<file path="config.mk">
export PLATFORM = sky130hd
export DESIGN_NAME = abtb_coeff_regs
export DESIGN_NICKNAME = d
export VERILOG_FILES = /design/src/hw/rtl/abtb_pkg.sv /design/src/hw/rtl/abtb_coeff_regs.sv
export SDC_FILE = /design/constraint.sdc
export NUM_CORES = 1
export LEC_CHECK = 0
export BUFFER_PORTS_ARGS = -buffer_cell sky130_fd_sc_hd__clkbuf_2
export CAP_MARGIN = 20
export CORE_ASPECT_RATIO = 0.8
export CORE_MARGIN = 1.5
export CORE_UTILIZATION = 55
export DETAILED_ROUTE_END_ITERATION = 6
export HOLD_SLACK_MARGIN = 0.15
export PLACE_DENSITY_LB_ADDON = 0.05
export SLEW_MARGIN = 20
export SYNTH_ARGS = -nofsm -noshare
export SYNTH_HDL_FRONTEND = slang
export SYNTH_SLANG_ARGS = --single-unit
</file>
<file path="constraint.sdc">
create_clock -name clk -period 1.16 [get_ports clk]
set_input_delay 0.116 -clock clk [delete_from_list [all_inputs] [get_ports clk]]
set_output_delay 0.116 -clock clk [all_outputs]
set_load 0.005 [all_outputs]
</file>
<file path="src/hw/rtl/abtb_pkg.sv">
`timescale 1ns / 1ps
// Shared widths, types and register codes for the transformed bounding box unit.
package abtb_pkg;

	// Coordinate and coefficient formats: signed Q16.16 and signed Q4.12.
	localparam int COORD_W    = 32;
	localparam int COEFF_W    = 16;
	localparam int COEFF_FRAC = COEFF_W - 4;
	localparam int RFRAC      = COEFF_FRAC + 1;

	// Extent and midpoint sums, products, product sums and final bounds.
	localparam int EXT_W  = COORD_W + 1;
	localparam int MAG_W  = COEFF_W + 1;
	localparam int PROD_W = EXT_W + MAG_W;
	localparam int SUM_W  = PROD_W + 2;
	localparam int ACC_W  = SUM_W + 1;

	// Configuration port.
	localparam int CFG_IDX_W  = 2;
	localparam int CFG_DATA_W = 3 * COEFF_W;

	// Unit coefficient, used for the identity map after reset.
	localparam logic [COEFF_W-1:0] COEFF_ONE = COEFF_W'(1) << COEFF_FRAC;

	// Ends of the coordinate range.
	localparam logic [COORD_W-1:0] COORD_MAX = {1'b0, {(COORD_W-1){1'b1}}};
	localparam logic [COORD_W-1:0] COORD_MIN = {1'b1, {(COORD_W-1){1'b0}}};

	typedef enum logic [CFG_IDX_W-1:0] {
		REG_FROM_X = 2'd0,
		REG_FROM_Y = 2'd1,
		REG_FROM_Z = 2'd2
	} cfg_reg_t;

	typedef logic signed [COORD_W-1:0] coord_t;
	typedef logic signed [EXT_W-1:0]   ext_t;
	typedef logic        [COEFF_W-1:0] mag_t;
	typedef logic signed [PROD_W-1:0]  prod_t;

	typedef coord_t coord_arr_t [3];
	typedef ext_t   ext_arr_t   [3];
	// Indexed [source axis][output axis].
	typedef mag_t   mag_mat_t   [3][3];
	typedef prod_t  prod_mat_t  [3][3];

	// Load enables of the pipeline registers, one per stage.
	typedef struct packed {
		logic en_s1;
		logic en_s2;
		logic en_s3;
		logic en_s4;
	} stage_en_t;

endpackage

</file>
<file path="src/hw/rtl/abtb_coeff_regs.sv">
`timescale 1ns / 1ps
// Coefficient registers, stored as magnitudes since only |m| enters the bounds.
module abtb_coeff_regs (
	input  logic                             clk,
	input  logic                             arst_n,
	input  logic                             cfg_valid,
	output logic                             cfg_ready,
	input  logic [abtb_pkg::CFG_IDX_W-1:0]   cfg_index,
	input  logic [abtb_pkg::CFG_DATA_W-1:0]  cfg_data,
	output abtb_pkg::mag_mat_t               mag
);

	abtb_pkg::mag_mat_t mag_q;

	// Two's complement magnitude; the most negative code maps to its unsigned value.
	function automatic abtb_pkg::mag_t coeff_mag(input logic [abtb_pkg::COEFF_W-1:0] f);
		return f[abtb_pkg::COEFF_W-1] ? (~f + abtb_pkg::COEFF_W'(1)) : f;
	endfunction

	assign cfg_ready = 1'b1;

	// A write replaces one source row; an index past the last register is dropped.
	always_ff @(posedge clk or negedge arst_n) begin
		if (!arst_n) begin
			for (int i = 0; i < 3; i++) begin
				for (int j = 0; j < 3; j++) begin
					mag_q[i][j] <= (i == j) ? abtb_pkg::COEFF_ONE : '0;
				end
			end
		end else if (cfg_valid && cfg_ready) begin
			unique case (cfg_index)
				abtb_pkg::REG_FROM_X: begin
					for (int j = 0; j < 3; j++) begin
						mag_q[0][j] <= coeff_mag(cfg_data[j*abtb_pkg::COEFF_W +: abtb_pkg::COEFF_W]);
					end
				end
				abtb_pkg::REG_FROM_Y: begin
					for (int j = 0; j < 3; j++) begin
						mag_q[1][j] <= coeff_mag(cfg_data[j*abtb_pkg::COEFF_W +: abtb_pkg::COEFF_W]);
					end
				end
				abtb_pkg::REG_FROM_Z: begin
					for (int j = 0; j < 3; j++) begin
						mag_q[2][j] <= coeff_mag(cfg_data[j*abtb_pkg::COEFF_W +: abtb_pkg::COEFF_W]);
					end
				end
				default: begin
				end
			endcase
		end
	end

	assign mag = mag_q;

endmodule

</file>
==> reports/qor.tcl <==
set qor(worstPathMaxFanout) 6
set qor(min_period_over_period) 1.21
set qor(worst-endpoint-arrival_ns) 1.67
set qor(hold_path_class) {in2async}
set qor(cts_tree) {built}
set qor(dr_total_vias) 6584
set qor(relative_contribution_of_the_clock_network_to_total_power) 0.392
set qor(timing.critical_path.from_type) {primary input}
set qor(postSynthRegisterBits) 144
set qor(clock_tree_buffer_depth) 2
set qor(area_growth_syn_to_fin_pct) 61.5
set qor(cell_area_after_synthesis_sq_um) 6180
set qor(leading_cell_types_in_the_layout_fill_and_taps_excluded) {sky130_fd_sc_hd__clkbuf_2 (185), sky130_fd_sc_hd__nand2_1 (148), sky130_fd_sc_hd__dfrtp_1 (141), sky130_fd_sc_hd__buf_4 (87), sky130_fd_sc_hd__o21ai_1 (86)}
set qor(vdd.ir_drop.worst_uv) 1300
set qor(rr_worst_depth) 2
set qor(post_synth.cell_area_avg_sq_um) 10.1
set qor(power.density_nw_per_um2) 1660
set qor(number_of_enable_type_register_cells_in_the_synthesized_netlist) 0
set qor(drt_iter0_drc) 688
set qor(fin_ws_ns) -0.244
set qor(fp.coreArea_sq_um) 10900
set qor(final.setup_skew_ns) 0
set qor(timing.setup.critical_path_class) {in2reg}
set qor(timing_max_transition_violations_final) 0
set qor(ios) 198
set qor(vias_per_cell) 6.15
set qor(cts_htree_levels) 4
set qor(gr-total-overflow) 0
set qor(rsz0062_at_grt) {yes}
set qor(seq_power_share) 0.394
set qor(syn_nets) 670
set qor(largest_register_ff_count) 144
set qor(grt_usage) 0.386
set qor(p_comb_frac) 0.214
set qor(place_hpwl_mm) 12.5
set qor(clk-insertion-delay-late_ns) 0.41
set qor(setup_viol_count_final) 90
set qor(yosys_warnings) 0
set qor(slew-limit-headroom) 0.584
set qor(place_congestion) 0.886
set qor(finalNetCount) 969
set qor(floorplan.rows) 34
set qor(synth_top_flop_cell) {sky130_fd_sc_hd__dfrtp_1}
set qor(layout.cells.most_common) {sky130_fd_sc_hd__clkbuf_2}
set qor(drt_pre_antenna_iters) 5
set qor(switchingPower_mw) 4.80
set qor(violations) {negative setup slack}
set qor(grt_pass1_wl_mm) 34.7
set qor(synth.yosys.seq_area_share) 0.583
set qor(critical_path.max_stage_delay_ns) 0.62
set qor(final_hold_violation_count) 0
set qor(dp_cells) 1000
set qor(cts_root_buffer) {sky130_fd_sc_hd__clkbuf_16}
set qor(die-area_sq_um) 11900
set qor(crit_path_cell_trace) {clkbuf_2 -> or4_4 -> o41ai_4 -> xor2_2 -> o21ai_1}
set qor(initial_utilization) 0.566
set qor(grt_max_degree) 40
set qor(grt_antenna_before_repair) 0
set qor(drc) 0
set qor(detail-route-antenna-nets) 0
set qor(tritoncts_num_sinks) 144
set qor(max_cap_viol_count) 0
set qor(synth.distinct_cells) 39
set qor(power_report.internal_total_mw) 11.7
set qor(clk_transition_reported_paths_ns) 0.06
set qor(tritoncts.num_buffers) 17
set qor(io_buffers) 196
set qor(power.static_leakage_nw) 4.94
set qor(wl_per_cell_microns) 23.6
set qor(swShare) 0.290
set qor(detailed_place.area_sq_um) 8290
set qor(syn_inst) 614
set qor(achievable-frequency_ghz) 0.712
set qor(timing.critical_path.required_ns) 1.43
set qor(crit_path_end_kind) {flip-flop}
set qor(fin_crit_ns) 1.40
set qor(cell_with_the_largest_stage_delay_on_the_worst_path) {sky130_fd_sc_hd__or4_4}
set qor(run_status) {complete, but fails checks}
set qor(postRouteWirelength_mm) 25.3
set qor(layout-drive-gt1-share) 0.477
set qor(worst_slew_pin_slew_ns) 0.618
set qor(diodes) 0
set qor(fin_area_sq_um) 9990
set qor(via_count_of_the_first_global_routing_pass) 6404
set qor(postSynth.asyncResetShare) 1.00
set qor(instances_no_fill) 1070
set qor(die_h_microns) 97.8
set qor(fp.dieW_microns) 122
-- final timing paths --
kind / end / slack [ns] / startpoint
max: mag[62] / -0.24 / cfg_data[39]
min: mag[98] / 0.17 / arst_n
max reg2reg: mag[78] / 0.29 / mag[78]
min reg2reg: mag[76] / 0.48 / mag[76]
max in group asynchronous: mag[76] / 0.39 / arst_n
min in group clk: mag[24] / 0.19 / cfg_data[24]
-- critical path, delay by kind of cell --
kind                      cells  cell delay (ns)
and+or+nand+nor               1             0.62
AOI/OAI and AO/OA             2             0.57
xor gates and xnor gates      1             0.25
buffers and inverters         1             0.11
-- what timing repair did --
action | 4_1_cts | 5_1_grt
endpoints found under the hold margin | 192 | 0
setup buffers | 13 | 5
resized for setup | 87 | 50
cloned | 0 | 0
hold buffers | 20 | 0
setup endpoints to repair | 94 | 99
pin swaps | 54 | 37
-- cell families after synthesis --
group                      synth area share
and+or+nand+nor                       0.140
AOI/OAI and AO/OA                     0.169
DFF                                   0.583
buffers and inverters                0.0326
xor gates and xnor gates             0.0536
muxes                                0.0148
adders and majority gates           0.00607
other                              0.000606
-- routing by layer --
| metal | global-route usage | vias to the layer above | share of wire |
|---|---|---|---|
| met2 | 0.678 | 532 | 0.50 |
| met5 | 0 | - | 0 |
| met3 | 0.0847 | 155 | 0.085 |
| met1 | 0.463 | 3224 | 0.36 |
| li1 | - | 2673 | - |
| met4 | 0.157 | 0 | 0.056 |
-- through the flow --
stage	worst slack (ns)	total power, mW	TNS [ns]	hold slack (ns)	util
after detailed placement	-0.737	9.35	-54.71	0.0301	0.758
final	-0.244	16.5	-9.74	0.175	0.914
after global routing	-0.336	17.0	-12.79	0.200	0.914
after floorplan	-0.401	7.57	-23.37	-0.180	-
after global placement	-0.637	9.19	-49.88	0.0313	0.758
after CTS	-0.156	16.0	-5.46	0.151	0.890
-- power groups by stage --
stage	Clock (mW)	Sequential [mW]	Combinational [mW]
after floorplan	0	6.50	1.07
after detailed placement	0	6.48	2.87
after global routing	6.68	6.55	3.80
final	6.48	6.51	3.54
after CTS	6.40	6.42	3.16
after global placement	0	6.43	2.76
-- cell type report --
cell class	count	area (sq um)
clock buffers	19	433
clock inverters	13	259
fillers	412	945
inverters	7	95.1
multi-input cells	420	3100
flip-flops and latches	144	3610
well taps	144	180
repair buffers	323	2310
-- cell usage after synthesis, drive strengths merged (2+ instances only) --
library cell | number | area [sq um]
or3b | 3 | 26.3
ha | 3 | 37.5
mux2i | 8 | 80.1
nor4 | 2 | 27.5
nor2b | 6 | 37.5
clkbuf | 35 | 131
o21ai | 146 | 731
xor2 | 33 | 297
nand3 | 2 | 10.0
nor3b | 2 | 15.0
nand2 | 151 | 567
or3 | 5 | 31.3
nor2 | 7 | 26.3
inv | 7 | 26.3
or2 | 5 | 31.3
xnor2 | 4 | 35.0
or4 | 7 | 52.6
buf | 8 | 43.8
nand3b | 2 | 15.0
dfstp | 3 | 78.8
o31ai | 14 | 105
dfrtp | 141 | 3530
o41ai | 13 | 193
Power figures use the tool's default switching activity.
