==> config.mk <==
export PLATFORM = sky130hd
export DESIGN_NAME = abtb_bound_round
export DESIGN_NICKNAME = d
export VERILOG_FILES = /design/src/hw/rtl/abtb_pkg.sv /design/src/hw/rtl/abtb_bound_round.sv
export SDC_FILE = /design/constraint.sdc
export NUM_CORES = 2
export LEC_CHECK = 0
export BUFFER_PORTS_ARGS = -buffer_cell sky130_fd_sc_hd__buf_2
export CELL_PAD_IN_SITES_DETAIL_PLACEMENT = 1
export CELL_PAD_IN_SITES_GLOBAL_PLACEMENT = 1
export CORE_MARGIN = 2
export CORE_UTILIZATION = 30
export DETAILED_ROUTE_END_ITERATION = 8
export GPL_ROUTABILITY_DRIVEN = 0
export PLACE_DENSITY_LB_ADDON = 0.1
export SLEW_MARGIN = 40
export SYNTH_ARGS = -nofsm -noshare
export SYNTH_HDL_FRONTEND = slang
export SYNTH_SLANG_ARGS = --single-unit
==> constraint.sdc <==
create_clock -name clk -period 5.3 [get_ports clk]
set_input_delay 1.06 -clock clk [delete_from_list [all_inputs] [get_ports clk]]
set_output_delay 1.06 -clock clk [all_outputs]
set_load 0.02 [all_outputs]
==> src/hw/rtl/abtb_pkg.sv <==
`timescale 1ns / 1ps
// Shared widths, types and register codes for the transformed bounding box unit.
package abtb_pkg;

	// Coordinate and coefficient formats: signed Q16.16 and signed Q4.12.
	localparam int COORD_W    = 32;
	localparam int COEFF_W    = 16;
	localparam int COEFF_FRAC = COEFF_W - 4;
	localparam int RFRAC      = COEFF_FRAC + 1;

	// Extent and midpoint sums, products, product sums and final bounds.
	localparam int EXT_W  = COORD_W + 1;
	localparam int MAG_W  = COEFF_W + 1;
	localparam int PROD_W = EXT_W + MAG_W;
	localparam int SUM_W  = PROD_W + 2;
	localparam int ACC_W  = SUM_W + 1;

	// Configuration port.
	localparam int CFG_IDX_W  = 2;
	localparam int CFG_DATA_W = 3 * COEFF_W;

	// Unit coefficient, used for the identity map after reset.
	localparam logic [COEFF_W-1:0] COEFF_ONE = COEFF_W'(1) << COEFF_FRAC;

	// Ends of the coordinate range.
	localparam logic [COORD_W-1:0] COORD_MAX = {1'b0, {(COORD_W-1){1'b1}}};
	localparam logic [COORD_W-1:0] COORD_MIN = {1'b1, {(COORD_W-1){1'b0}}};

	typedef enum logic [CFG_IDX_W-1:0] {
		REG_FROM_X = 2'd0,
		REG_FROM_Y = 2'd1,
		REG_FROM_Z = 2'd2
	} cfg_reg_t;

	typedef logic signed [COORD_W-1:0] coord_t;
	typedef logic signed [EXT_W-1:0]   ext_t;
	typedef logic        [COEFF_W-1:0] mag_t;
	typedef logic signed [PROD_W-1:0]  prod_t;

	typedef coord_t coord_arr_t [3];
	typedef ext_t   ext_arr_t   [3];
	// Indexed [source axis][output axis].
	typedef mag_t   mag_mat_t   [3][3];
	typedef prod_t  prod_mat_t  [3][3];

	// Load enables of the pipeline registers, one per stage.
	typedef struct packed {
		logic en_s1;
		logic en_s2;
		logic en_s3;
		logic en_s4;
	} stage_en_t;

endpackage

==> src/hw/rtl/abtb_bound_round.sv <==
`timescale 1ns / 1ps
// Stages 3 and 4: half-span sums, centre, rounding and saturation of each bound.
module abtb_bound_round (
	input  logic                   clk,
	input  abtb_pkg::stage_en_t    en,
	input  abtb_pkg::ext_arr_t     mid_s2,
	input  abtb_pkg::prod_mat_t    prod_s2,
	output abtb_pkg::coord_arr_t   new_min_s4,
	output abtb_pkg::coord_arr_t   new_max_s4,
	output logic                   sat_s4
);

	localparam logic signed [abtb_pkg::ACC_W-1:0] HALF_STEP =
		abtb_pkg::ACC_W'(1) << abtb_pkg::COEFF_FRAC;
	localparam logic signed [abtb_pkg::ACC_W-1:0] LIM_HI =
		abtb_pkg::ACC_W'($signed(abtb_pkg::COORD_MAX));
	localparam logic signed [abtb_pkg::ACC_W-1:0] LIM_LO =
		abtb_pkg::ACC_W'($signed(abtb_pkg::COORD_MIN));

	logic signed [abtb_pkg::SUM_W-1:0] span_s3 [3];
	logic signed [abtb_pkg::ACC_W-1:0] ctr_s3  [3];

	logic signed [abtb_pkg::ACC_W-1:0] lo_sum [3];
	logic signed [abtb_pkg::ACC_W-1:0] hi_sum [3];
	logic [abtb_pkg::COORD_W:0]        lo_res [3];
	logic [abtb_pkg::COORD_W:0]        hi_res [3];
	logic                              any_sat;

	// Round to the nearest coordinate step (the half step is already in the sum),
	// then clamp; the top bit of the result flags a clamp.
	function automatic logic [abtb_pkg::COORD_W:0] round_sat(
		input logic signed [abtb_pkg::ACC_W-1:0] v
	);
		logic signed [abtb_pkg::ACC_W-1:0] s;
		s = v >>> abtb_pkg::RFRAC;
		if (s > LIM_HI) begin
			return {1'b1, abtb_pkg::COORD_MAX};
		end else if (s < LIM_LO) begin
			return {1'b1, abtb_pkg::COORD_MIN};
		end
		return {1'b0, s[abtb_pkg::COORD_W-1:0]};
	endfunction

	// Stage 3: half span per output axis and the scaled centre plus half a step.
	always_ff @(posedge clk) begin
		if (en.en_s3) begin
			for (int j = 0; j < 3; j++) begin
				span_s3[j] <= abtb_pkg::SUM_W'(prod_s2[0][j]) + abtb_pkg::SUM_W'(prod_s2[1][j])
					+ abtb_pkg::SUM_W'(prod_s2[2][j]);
				ctr_s3[j] <= (abtb_pkg::ACC_W'(mid_s2[j]) <<< abtb_pkg::COEFF_FRAC) + HALF_STEP;
			end
		end
	end

	// Both bounds of each axis, rounded and clamped.
	always_comb begin
		any_sat = 1'b0;
		for (int j = 0; j < 3; j++) begin
			lo_sum[j] = ctr_s3[j] - abtb_pkg::ACC_W'(span_s3[j]);
			hi_sum[j] = ctr_s3[j] + abtb_pkg::ACC_W'(span_s3[j]);
			lo_res[j] = round_sat(lo_sum[j]);
			hi_res[j] = round_sat(hi_sum[j]);
			any_sat   = any_sat | lo_res[j][abtb_pkg::COORD_W] | hi_res[j][abtb_pkg::COORD_W];
		end
	end

	// Stage 4: output word register.
	always_ff @(posedge clk) begin
		if (en.en_s4) begin
			for (int j = 0; j < 3; j++) begin
				new_min_s4[j] <= lo_res[j][abtb_pkg::COORD_W-1:0];
				new_max_s4[j] <= hi_res[j][abtb_pkg::COORD_W-1:0];
			end
			sat_s4 <= any_sat;
		end
	end

endmodule

==> impl_metrics.py <==
metrics = {
    "global_route": {
        "antenna_found_initial": 23,
        "grt_pass1_wl_microns": 211500,
        "grt-ovfl-total": 0,
        "grt_max_degree": 89,
        "track_usage": 0.2017,
        "first_global_vias": 35040,
    },
    "route": {
        "dr.pass1.iters": 5,
        "ant_nets": 0,
        "vias_per_cell": 4.980,
        "routedWlPerCell_microns": 20.73,
        "routed_wl_microns": 139700,
        "drtIter0Drc": 1693,
        "routed-via-count": 33570,
        "drc_errors": 0,
    },
    "clock_network": {
        "max-clock-path-buffers": 3,
        "insertion_delay_ns": 0.65,
        "clk_pin_slew_ns": 0.06,
        "cts_max_level": 2,
        "cts.sinks": 451,
        "cts_buffers": 56,
        "cts_root_buf": "clkbuf_16",
        "tritoncts": "built",
        "ctsHoldBuffers": 0,
    },
    "placement": {
        "hpwl_microns": 117300,
        "pre_cts_ws_ns": -0.4484,
        "dp.cells": 6631,
        "io_buffer_count": 744,
    },
    "timing": {
        "hold_viol_final": 0,
        "clock_skew_ns": 0.03608,
        "postLayoutSetupSlackWorst_ns": 0.3158,
        "fin_crit_sh": 0.9404,
        "setup_viol": 0,
        "rsz0062_at_grt": "no",
        "max_freq_ghz": 0.2006,
        "hold_ws_ns": 0.7213,
        "period_needed_ns": 4.984,
        "worst_pin_slew_ns": 0.7237,
        "slew_violations": 0,
        "slew_headroom": 0.5050,
    },
    "worst_setup_path": {
        "path_class": "primary input to flop",
        "arrival_ns": 5.36,
        "cp_max_fo": 4,
        "cp.required_ns": 5.67,
        "end_kind": "flop",
        "cp-start-kind": "primary input",
    },
    "die": {
        "die_area_sq_um": 135000,
        "start_util": 0.3019,
        "num_rows": 133,
        "die_y_microns": 367.5,
        "core_sq_um": 131300,
        "io-pin-count": 747,
        "fp.dieW_microns": 367.5,
    },
    "logic_synthesis": {
        "ys_types": 82,
        "ys_warn_count": 0,
        "yosysTopAreaCell": "edfxtp_1",
        "yosys_register_bits": 451,
        "synth_area_per_cell_sq_um": 9.700,
        "synth_top_area_frac": 0.3417,
        "synth-edff-count": 451,
        "yosys-top-cells-area": "edfxtp_1, ha_1, fa_1, xnor2_1, a21oi_1",
        "synth-async-reset-ratio": 0,
        "syn_nets": 5189,
        "synth_ff_type": "edfxtp_1",
        "netlist_area_sq_um": 39630,
        "ys_seq_area_frac": 0.3417,
        "syn_inst": 4086,
    },
    "layout": {
        "drive_gt1_frac": 0.2162,
        "nets": 6038,
        "postLayoutCoreUtil": 0.3690,
        "finalNonFillerCells": 6741,
        "mostFrequentLayoutCells": "buf_2, edfxtp_1, ha_1",
        "final_common_cell": "buf_2",
        "syn2layout_area_growth_pct": 22.23,
    },
    "run_status": {
        "status": "finished clean",
    },
    "hold_path": {
        "hp-class": "primary input to flop",
    },
    "power": {
        "power_leakage_nw": 20.42,
        "peakVddDrop_uv": 246.2,
        "powerDensity_nw_per_um2": 443.3,
    },
    "flow_run": {
        "cap_violations": 0,
    },
}
[power by group]
part | internal [W] | switching (W)
Combinational | 0.00464 | 0.00728
Clock | 0.00223 | 0.00163
Sequential | 0.00526 | 0.000446
[worst paths after layout]
| kind | startpoint | endpoint | slack (ns) | cells after the start |
|---|---|---|---|---|
| setup / recovery | prod_s2[51] | span_s3[0][99] | 0.32 | 20 |
| hold / removal | mid_s2[66] | ctr_s3[0][12] | 0.72 | 2 |
| setup reg to reg | ctr_s3[0][65] | new_min_s4[52] | 0.37 | 17 |
| hold reg to reg | span_s3[0][155] | new_max_s4[31] | 0.88 | 3 |
[critical path, stage by stage]
cell and delay [ns]:
buf_2 0.13, fa_1 0.48, ha_1 0.25, inv_1 0.08
fa_1 0.18, nor2b_1 0.06, o31a_1 0.27, o31ai_1 0.20
buf_4 0.17, a211oi_1 0.07, buf_4 0.17, o21a_1 0.20
o31a_1 0.31, o31a_1 0.38, a221oi_2 0.43, o31a_1 0.27
nor2b_1 0.23, o21ai_1 0.12, a31oi_1 0.22, xnor2_1 0.09
[synthesized netlist by cell type (24+ instances only)]
master    instances
o21ai_1          37
fa_1            156
nor4_1           30
nor2_1          318
o21bai_1         80
a31oi_1          44
nand4_1          50
xnor2_1         341
nor2b_1          46
a211oi_1         42
and3_1           44
o21a_1           53
a21oi_1         340
or2_2            25
or3_1            24
nand3_1          78
xor2_1           87
a21o_1          132
nor3_1           73
o31ai_1          26
nand2b_1         65
o21ai_0         271
nand2_1         183
edfxtp_1        451
clkbuf_1        122
inv_1           310
ha_1            393
[timing repair]
| action | in CTS | in global routing |
|---|---|---|
| setup endpoints to repair | 0 | 40 |
| resized for setup | 0 | 11 |
| setup buffers | 0 | 1 |
[state kept, by name, indices dropped and copies added, names as in the netlist]
register    cells
ctr_s3        102
new_max_s4     96
new_min_s4     96
sat_s4          1
span_s3       156
[cell type report]
type | instances | area (sq um)
repair buffers | 922 | 5213
fillers | 15200 | 82850
diodes | 8 | 20.02
flip-flops and latches | 451 | 13540
clock buffers | 60 | 1416
clock inverters | 41 | 395.4
multi-input cells | 3185 | 24460
well taps | 1755 | 2196
inverters | 319 | 1197
[per-stage QoR]
stage	power [W]	TNS (ns)	area (sq um)
2_1_floorplan	0.01335	0	39630
3_3_place_gp	0.01761	-4.752	46530
3_5_place_dp	0.01770	-6.981	46560
4_1_cts	0.02170	0	48380
5_1_grt	0.02313	0	48440
6_report	0.02148	0	48440
[layer usage]
layer  GRT usage  up-vias  share of wire
li1            -    16450              -
met1      0.2808    16230           0.47
met4     0.04280       12          0.020
met5           0        -        0.00063
met3     0.04075      145          0.056
met2      0.3220      725           0.45
[cell families after synthesis]
logic type / share of synthesized area
XOR/XNOR: 0.09458
buffers and inverters: 0.04296
multiplexers: 0.002873
AO/OA/AOI/OAI: 0.1908
AND/OR/NAND/NOR: 0.1242
flip-flops: 0.3417
adder cells (fa/ha/maj): 0.2029
Note: power is estimated with default switching activity, not from simulation.
